## src/rtl/dsp_pkg.sv

```systemverilog
package dsp_pkg;

   localparam int unsigned CHAR_WIDTH  = 8;
   localparam int unsigned VALUE_WIDTH = 32;
   localparam int unsigned MONTH_WIDTH = 4;
   localparam int unsigned DAY_WIDTH   = 5;
   localparam int unsigned PROD_WIDTH  = VALUE_WIDTH + 4;

   localparam logic [CHAR_WIDTH-1:0] CH_ZERO  = 8'd48;
   localparam logic [CHAR_WIDTH-1:0] CH_NINE  = 8'd57;
   localparam logic [CHAR_WIDTH-1:0] CH_MINUS = 8'h2D;
   localparam logic [CHAR_WIDTH-1:0] CH_PLUS  = 8'h2B;

   localparam logic [VALUE_WIDTH-1:0] MAG_CAP     = 32'h8000_0000;
   localparam logic [VALUE_WIDTH-1:0] MAG_MAX_POS = 32'h7FFF_FFFF;
   localparam logic [VALUE_WIDTH-1:0] MONTH_MAX   = 32'd12;
   localparam logic [VALUE_WIDTH-1:0] DAY_MAX     = 32'd31;

   typedef enum logic [1:0] {
      ST_OK     = 2'd0,
      ST_FORMAT = 2'd1,
      ST_MONTH  = 2'd2,
      ST_DAY    = 2'd3
   } status_type;

   typedef enum logic [1:0] {
      PH_YEAR  = 2'd0,
      PH_MONTH = 2'd1,
      PH_DAY   = 2'd2
   } phase_type;

   typedef enum logic [1:0] {
      SG_NONE  = 2'd0,
      SG_MINUS = 2'd1,
      SG_PLUS  = 2'd2
   } sign_stage_type;

endpackage

```

## src/rtl/dsp_req_if.sv

```systemverilog
interface dsp_req_if;
   logic                            valid;
   logic                            ready;
   logic [dsp_pkg::CHAR_WIDTH-1:0]  char_code;
   logic                            last_char;

   modport source (output valid, output char_code, output last_char, input ready);
   modport sink   (input valid, input char_code, input last_char, output ready);
endinterface

```

## src/rtl/dsp_rsp_if.sv

```systemverilog
interface dsp_rsp_if;
   logic                                   valid;
   logic                                   ready;
   dsp_pkg::status_type                    status;
   logic signed [dsp_pkg::VALUE_WIDTH-1:0] year;
   logic [dsp_pkg::MONTH_WIDTH-1:0]        month;
   logic [dsp_pkg::DAY_WIDTH-1:0]          day;

   modport source (output valid, output status, output year, output month, output day,
                   input ready);
   modport sink   (input valid, input status, input year, input month, input day,
                   output ready);
endinterface

```

## src/rtl/date_string_parser.sv

```systemverilog
// Year-month-day token parser.
// req_ch carries one token byte per beat (char_code), with last_char set on the
// final byte. rsp_ch carries one beat per token, on its final byte: status
// (ok, format error, bad month, bad day), and year, month, day, which are zero
// unless the status is ok. Non-final bytes produce no response beat.
// A byte is taken into an input register on a req_ch beat; from there the
// parse state is updated from it and, for a final byte, the response is
// written to the output register. Throughput is one byte per cycle while no
// final byte waits on a stalled response, set by the single state update (a
// multiply by ten and add on the 32-bit magnitude) between the two registers.
// A stalled response holds the output register; non-final bytes keep flowing
// until a second final byte would need the output register, and then req_ch
// ready drops until the response beat is taken.
// Synchronous reset empties both registers and returns the parser to the
// start of a token (year, no sign, no digits).
module date_string_parser (
   input  logic     clock,
   input  logic     reset,
   dsp_req_if.sink  req_ch,
   dsp_rsp_if.source rsp_ch
);
   import dsp_pkg::*;

   logic                   s1_valid_ff, s1_valid_in;
   logic [CHAR_WIDTH-1:0]  s1_char_ff;
   logic                   s1_last_ff;

   phase_type              phase_ff, phase_in;
   sign_stage_type         sign_ff, sign_in;
   logic                   seen_ff, seen_in;
   logic                   neg_ff, neg_in;
   logic [VALUE_WIDTH-1:0] mag_ff, mag_in;
   logic                   ovf_ff, ovf_in;
   logic                   ferr_ff, ferr_in;
   logic [VALUE_WIDTH-1:0] year_ff, year_in;
   logic                   month_ok_ff, month_ok_in;
   logic [MONTH_WIDTH-1:0] month_ff, month_in;

   logic                   rsp_valid_ff, rsp_valid_in;
   status_type             rsp_status_ff, rsp_status_in;
   logic [VALUE_WIDTH-1:0] rsp_year_ff, rsp_year_in;
   logic [MONTH_WIDTH-1:0] rsp_month_ff, rsp_month_in;
   logic [DAY_WIDTH-1:0]   rsp_day_ff, rsp_day_in;

   logic                   out_free;
   logic                   advance;
   logic                   is_digit;
   logic [PROD_WIDTH-1:0]  prod;
   logic                   sat;
   logic                   fin_ferr;
   logic                   day_ok;

   assign out_free = !rsp_valid_ff || rsp_ch.ready;
   assign advance  = s1_valid_ff && (!s1_last_ff || out_free);
   assign req_ch.ready = !s1_valid_ff || advance;

   assign s1_valid_in = req_ch.valid || (s1_valid_ff && !advance);

   assign is_digit = (s1_char_ff >= CH_ZERO) && (s1_char_ff <= CH_NINE);
   assign prod = ({4'd0, mag_ff} << 3) + ({4'd0, mag_ff} << 1)
               + {{(PROD_WIDTH-CHAR_WIDTH){1'b0}}, s1_char_ff - CH_ZERO};
   assign sat  = prod > {4'd0, MAG_CAP};

   always_comb begin
      phase_in    = phase_ff;
      sign_in     = sign_ff;
      seen_in     = seen_ff;
      neg_in      = neg_ff;
      mag_in      = mag_ff;
      ovf_in      = ovf_ff;
      ferr_in     = ferr_ff;
      year_in     = year_ff;
      month_ok_in = month_ok_ff;
      month_in    = month_ff;
      if (!ferr_ff) begin
         priority if (is_digit) begin
            mag_in  = sat ? MAG_CAP : prod[VALUE_WIDTH-1:0];
            ovf_in  = ovf_ff || sat;
            seen_in = 1'b1;
         end else if (!seen_ff && sign_ff == SG_NONE && s1_char_ff == CH_MINUS) begin
            neg_in  = 1'b1;
            sign_in = SG_MINUS;
         end else if (!seen_ff && sign_ff != SG_PLUS && s1_char_ff == CH_PLUS) begin
            sign_in = SG_PLUS;
         end else if (seen_ff && s1_char_ff == CH_MINUS && phase_ff != PH_DAY) begin
            ferr_in = ovf_ff || (!neg_ff && mag_ff > MAG_MAX_POS);
            if (phase_ff == PH_YEAR) begin
               year_in  = neg_ff ? (~mag_ff + 32'd1) : mag_ff;
               phase_in = PH_MONTH;
            end else begin
               month_ok_in = !neg_ff && mag_ff >= 32'd1 && mag_ff <= MONTH_MAX;
               month_in    = mag_ff[MONTH_WIDTH-1:0];
               phase_in    = PH_DAY;
            end
            sign_in = SG_NONE;
            seen_in = 1'b0;
            neg_in  = 1'b0;
            mag_in  = '0;
            ovf_in  = 1'b0;
         end else begin
            ferr_in = 1'b1;
         end
      end
   end

   assign fin_ferr = ferr_in || phase_in != PH_DAY || ovf_in || !seen_in
                   || (!neg_in && mag_in > MAG_MAX_POS);
   assign day_ok   = !neg_in && mag_in >= 32'd1 && mag_in <= DAY_MAX;

   always_comb begin
      rsp_valid_in  = rsp_valid_ff && !rsp_ch.ready;
      rsp_status_in = rsp_status_ff;
      rsp_year_in   = rsp_year_ff;
      rsp_month_in  = rsp_month_ff;
      rsp_day_in    = rsp_day_ff;
      if (advance && s1_last_ff) begin
         rsp_valid_in = 1'b1;
         priority if (fin_ferr) begin
            rsp_status_in = ST_FORMAT;
         end else if (!month_ok_in) begin
            rsp_status_in = ST_MONTH;
         end else if (!day_ok) begin
            rsp_status_in = ST_DAY;
         end else begin
            rsp_status_in = ST_OK;
         end
         if (rsp_status_in == ST_OK) begin
            rsp_year_in  = year_in;
            rsp_month_in = month_in;
            rsp_day_in   = mag_in[DAY_WIDTH-1:0];
         end else begin
            rsp_year_in  = '0;
            rsp_month_in = '0;
            rsp_day_in   = '0;
         end
      end
   end

   always_ff @(posedge clock) begin
      if (reset) begin
         s1_valid_ff  <= 1'b0;
         rsp_valid_ff <= 1'b0;
      end else begin
         s1_valid_ff  <= s1_valid_in;
         rsp_valid_ff <= rsp_valid_in;
      end
      if (req_ch.ready) begin
         s1_char_ff <= req_ch.char_code;
         s1_last_ff <= req_ch.last_char;
      end
      rsp_status_ff <= rsp_status_in;
      rsp_year_ff   <= rsp_year_in;
      rsp_month_ff  <= rsp_month_in;
      rsp_day_ff    <= rsp_day_in;
   end

   always_ff @(posedge clock) begin
      if (reset || (advance && s1_last_ff)) begin
         phase_ff    <= PH_YEAR;
         sign_ff     <= SG_NONE;
         seen_ff     <= 1'b0;
         neg_ff      <= 1'b0;
         mag_ff      <= '0;
         ovf_ff      <= 1'b0;
         ferr_ff     <= 1'b0;
         year_ff     <= '0;
         month_ok_ff <= 1'b0;
         month_ff    <= '0;
      end else if (advance) begin
         phase_ff    <= phase_in;
         sign_ff     <= sign_in;
         seen_ff     <= seen_in;
         neg_ff      <= neg_in;
         mag_ff      <= mag_in;
         ovf_ff      <= ovf_in;
         ferr_ff     <= ferr_in;
         year_ff     <= year_in;
         month_ok_ff <= month_ok_in;
         month_ff    <= month_in;
      end
   end

   assign rsp_ch.valid  = rsp_valid_ff;
   assign rsp_ch.status = rsp_status_ff;
   assign rsp_ch.year   = rsp_year_ff;
   assign rsp_ch.month  = rsp_month_ff;
   assign rsp_ch.day    = rsp_day_ff;

endmodule

```

## src/flat_wrapper.sv

```systemverilog
// flat-port wrapper written by rule: the top's interface ports become plain ports
module date_string_parser_flat import dsp_pkg::*;
  (clock, reset, req_ch_valid, req_ch_char_code, req_ch_last_char, req_ch_ready, rsp_ch_valid, rsp_ch_status, rsp_ch_year, rsp_ch_month, rsp_ch_day, rsp_ch_ready);
  dsp_req_if req_ch_i ();
  dsp_rsp_if rsp_ch_i ();
  input  logic clock;
  input  logic reset;
  input wire logic [$bits(req_ch_i.valid)-1:0] req_ch_valid;
  input wire logic [$bits(req_ch_i.char_code)-1:0] req_ch_char_code;
  input wire logic [$bits(req_ch_i.last_char)-1:0] req_ch_last_char;
  output wire logic [$bits(req_ch_i.ready)-1:0] req_ch_ready;
  output wire logic [$bits(rsp_ch_i.valid)-1:0] rsp_ch_valid;
  output wire logic [$bits(rsp_ch_i.status)-1:0] rsp_ch_status;
  output wire logic [$bits(rsp_ch_i.year)-1:0] rsp_ch_year;
  output wire logic [$bits(rsp_ch_i.month)-1:0] rsp_ch_month;
  output wire logic [$bits(rsp_ch_i.day)-1:0] rsp_ch_day;
  input wire logic [$bits(rsp_ch_i.ready)-1:0] rsp_ch_ready;
  assign req_ch_i.valid = req_ch_valid;
  assign req_ch_i.char_code = req_ch_char_code;
  assign req_ch_i.last_char = req_ch_last_char;
  assign req_ch_ready = req_ch_i.ready;
  assign rsp_ch_valid = rsp_ch_i.valid;
  assign rsp_ch_status = rsp_ch_i.status;
  assign rsp_ch_year = rsp_ch_i.year;
  assign rsp_ch_month = rsp_ch_i.month;
  assign rsp_ch_day = rsp_ch_i.day;
  assign rsp_ch_i.ready = rsp_ch_ready;
  date_string_parser u_core (.clock(clock), .reset(reset), .req_ch(req_ch_i), .rsp_ch(rsp_ch_i));
endmodule
```

## config.mk

```make
export PLATFORM = sky130hd
export DESIGN_NAME = date_string_parser_flat
export DESIGN_NICKNAME = d
export VERILOG_FILES = /design/src/rtl/dsp_pkg.sv /design/src/rtl/dsp_req_if.sv /design/src/rtl/dsp_rsp_if.sv /design/src/rtl/date_string_parser.sv /design/src/flat_wrapper.sv
export SDC_FILE = /design/constraint.sdc
export NUM_CORES = 1
export LEC_CHECK = 0
export ABC_AREA = 1
export BUFFER_PORTS_ARGS = -buffer_cell sky130_fd_sc_hd__buf_4
export CAP_MARGIN = 20
export CORE_MARGIN = 4
export CORE_UTILIZATION = 40
export CTS_CLUSTER_SIZE = 20
export DETAILED_ROUTE_END_ITERATION = 10
export MAX_ROUTING_LAYER = met4
export PLACE_DENSITY = 0.66
export SLEW_MARGIN = 0
export SYNTH_ARGS = -nofsm -noshare
export SYNTH_HDL_FRONTEND = slang
export SYNTH_SLANG_ARGS = --single-unit
```

## constraint.sdc

```tcl
create_clock -name clock -period 5.1 [get_ports clock]
set_input_delay 1.02 -clock clock [delete_from_list [all_inputs] [get_ports clock]]
set_output_delay 1.02 -clock clock [all_outputs]
set_load 0.01 [all_outputs]
```

==> results.toml <==
[critical_path]
crit_arrival_ns = 4.97
r2r_end = "u_core.rsp_ch.year[24]"
ff2ff_setup_slack_ns = 0.42
slowest_delay_ns = 0.49
crit_type = "flip-flop to flip-flop"
worst_ep_required_time_ns = 5.39
r2r-start = "u_core.s1_char_ff[4]"
worst-path-max-fanout = 31
cp-start-kind = "flip-flop"
worstSetupEndpointType = "flip-flop"
reg2reg_depth = 28
cpMostUsedCell = "nand2_1"
crit_slowest_cell = "fa_1"

[layout]
mostFrequentLayoutCell = "nand2_1"
area_growth_pct = 13.7
fin_area_sq_mm = 0.0117
fin_cells = 1961
drive_gt1_frac = 0.106
antenna_cells = 0
layout.nets = 1700
final_cell_mix = "429 x nand2_1, 299 x inv_1, 138 x nor2_1, 88 x o21ai_0, 80 x a21oi_1"

[power_and_ir_drop]
power_leakage_nw = 6.00
p_clk_frac = 0.411
comb_power_share = 0.206
internal_power_w = 0.00212
pwr-share-seq = 0.383
power_density_mw_per_mm2 = 267
switchingPower_w = 0.000992
irDropWorstVdd_v = 0.000283
p_sw_frac = 0.319

[detailed_routing]
drc = 0
routed_via_density = 5.06
drt_pass1_iterations = 9
drtAntennaViolNets = 0
num_vias = 9919
wl_per_cell_um = 15.2
drtIter0Drc = 824
routed_wl_um = 29800

[logic_synthesis]
syn-num-nets = 1651
yosysSeqAreaShare = 0.307
syn_area_per_cell_sq_um = 6.53
yosys_warnings = 0
synthCells = 1569
ys_ff_latch = 131
syn-cell-area_sq_mm = 0.0102
synth_edf_count = 52
ys.flop_type = "dfxtp_1"
async_flop_share = 0
synth.distinct_cells = 42

[global_route]
grt_pass1_wl_um = 48200
globalRoute.totalOverflow = 0
grt_pass1_vias = 9167
grt_usage = 0.217
grt_max_degree = 82
antenna_found_initial = 0

[clock_tree]
insertion_delay_ns = 0.43
path_clk_slew_ns = 0.06
clockBufferDepth = 2
cts_sinks = 131
root_buffer = "clkbuf_16"
cts_tree = "built"
cts-htree-levels = 4
cts_buffers = 17

[placed_design]
placed_area_sq_mm = 0.0110
place_ws_ns = 0.141
dpl.hpwl_um = 23500
io_buffers = 57
dp.cells = 1928
gp_congestion = 0.973

[timing]
hold_ws_ns = 0.496
tightest_slew_ns = 0.812
fin_ws_ns = 0.417
final_hold_viol_count = 0
drv_slew = 0
rsz0062_at_grt = "false"
tns_ns = 0
max_slew_margin = 0.459
min_period_over_period = 0.918
fin_crit_ns = 4.68
setup_violations = 0
max_freq_ghz = 0.214
skew_ns = 0.0238

[floorplanning]
ios = 58
num_rows = 58
coreArea_sq_mm = 0.0252
initial_core_util = 0.407
die_h_um = 168
die-area_sq_mm = 0.0282
chipWidth_um = 168

[hold_path]
min_from = "u_core.sign_ff[1]"
holdPathEnd = "u_core.sign_ff[1]"
hold_path_class = "flip-flop to flip-flop"
hold_depth = 2

[outcome]
status = "finished, final reports clean"

[flow_run]
drv_cap = 0
[worst max-delay path by stage]
stage	startpoint	endpoint	cells past startpoint
floorplan	u_core.s1_char_ff[4]	u_core.rsp_ch.year[25]	31
global placement	u_core.s1_char_ff[4]	u_core.rsp_ch.year[21]	27
detailed placement	u_core.s1_char_ff[4]	u_core.rsp_ch.year[24]	27
finish	u_core.s1_char_ff[4]	u_core.rsp_ch.year[24]	28
global route	u_core.s1_char_ff[4]	u_core.rsp_ch.year[0]	28
CTS	u_core.s1_char_ff[4]	u_core.rsp_ch.year[25]	27
[critical path: cells and delay by family (launching register included)]
family	cells	cell delay [ns]
DFF	1	0.42
AOI/OAI and AO/OA	1	0.09
buffers and inverters	3	0.47
and+or+nand+nor	20	2.24
xor gates and xnor gates	1	0.18
adders and majority gates	3	1.08
[sequential cells by signal (all words and copies together), names as in the netlist]
signal	cells
u_core.rsp_ch.valid	1
u_core.month_ff	4
u_core.s1_valid_ff	1
u_core.rsp_ch.month	4
u_core.sign_ff	2
u_core.neg_ff	1
u_core.rsp_ch.year	32
u_core.phase_ff	2
u_core.ovf_ff	1
u_core.mag_ff	32
u_core.rsp_ch.day	5
u_core.month_ok_ff	1
u_core.s1_last_ff	1
u_core.s1_char_ff	8
u_core.seen_ff	1
u_core.rsp_ch.status	2
u_core.ferr_ff	1
u_core.year_ff	32
[layout make-up]
class / instances / area [sq um]
clock buffers: 18 / 450
clock inverters: 14 / 164
fillers: 2586 / 13500
inverters: 303 / 1140
multi-input cells: 1087 / 5750
flip-flops and latches: 131 / 3140
well taps: 330 / 413
repair buffers: 78 / 598
[kinds of logic after synthesis]
family          after synthesis  synth area share
compound gates              226             0.122
xor+xnor                     38            0.0325
fa+ha+maj                    69            0.0887
buf+inv                     351             0.135
flops                       131             0.307
mux                           1          0.000977
simple gates                753             0.314
[synthesized netlist by cell type (all sizes together) (6+ instances only)]
cell,number,area [sq um]
nand2,435,1660
inv,302,1130
nor2,180,778
o21ai,94,470
a21oi,80,400
dfxtp,79,1580
nand3,70,360
ha,63,788
edfxtp,52,1560
o211ai,34,255
xor2,32,280
clkbuf,31,116
nand4,24,150
nor3,20,110
buf,17,128
nand3b,7,52.6
a31oi,6,37.5
fa,6,120
xnor2,6,52.6
[what timing repair did]
item,in CTS,in global routing
setup buffers,0,1
hold buffers,0,0
resized for setup,0,8
setup endpoints to repair,0,41
[stage by stage]
step	total power, W	util
finish	0.00311	0.463
global route	0.00327	0.463
CTS	0.00312	0.462
detailed placement	0.00184	0.437
global placement	0.00184	0.437
floorplan	0.00166	-
[routing by layer]
| layer | global-route usage | wire [um] |
|---|---|---|
| met1 | 0.298 | 13900 |
| met2 | 0.339 | 13400 |
| met3 | 0.0305 | 1870 |
| met4 | 0.0536 | 549 |
| met5 | - | 0 |
[power groups by stage]
stage | clock network [W] | registers, W | logic, W
CTS | 0.00130 | 0.00119 | 0.000633
global route | 0.00135 | 0.00120 | 0.000726
floorplan | 0 | 0.00119 | 0.000475
finish | 0.00128 | 0.00119 | 0.000641
global placement | 0 | 0.00121 | 0.000628
detailed placement | 0 | 0.00121 | 0.000630
No activity file was read; power rests on OpenSTA's default activity.
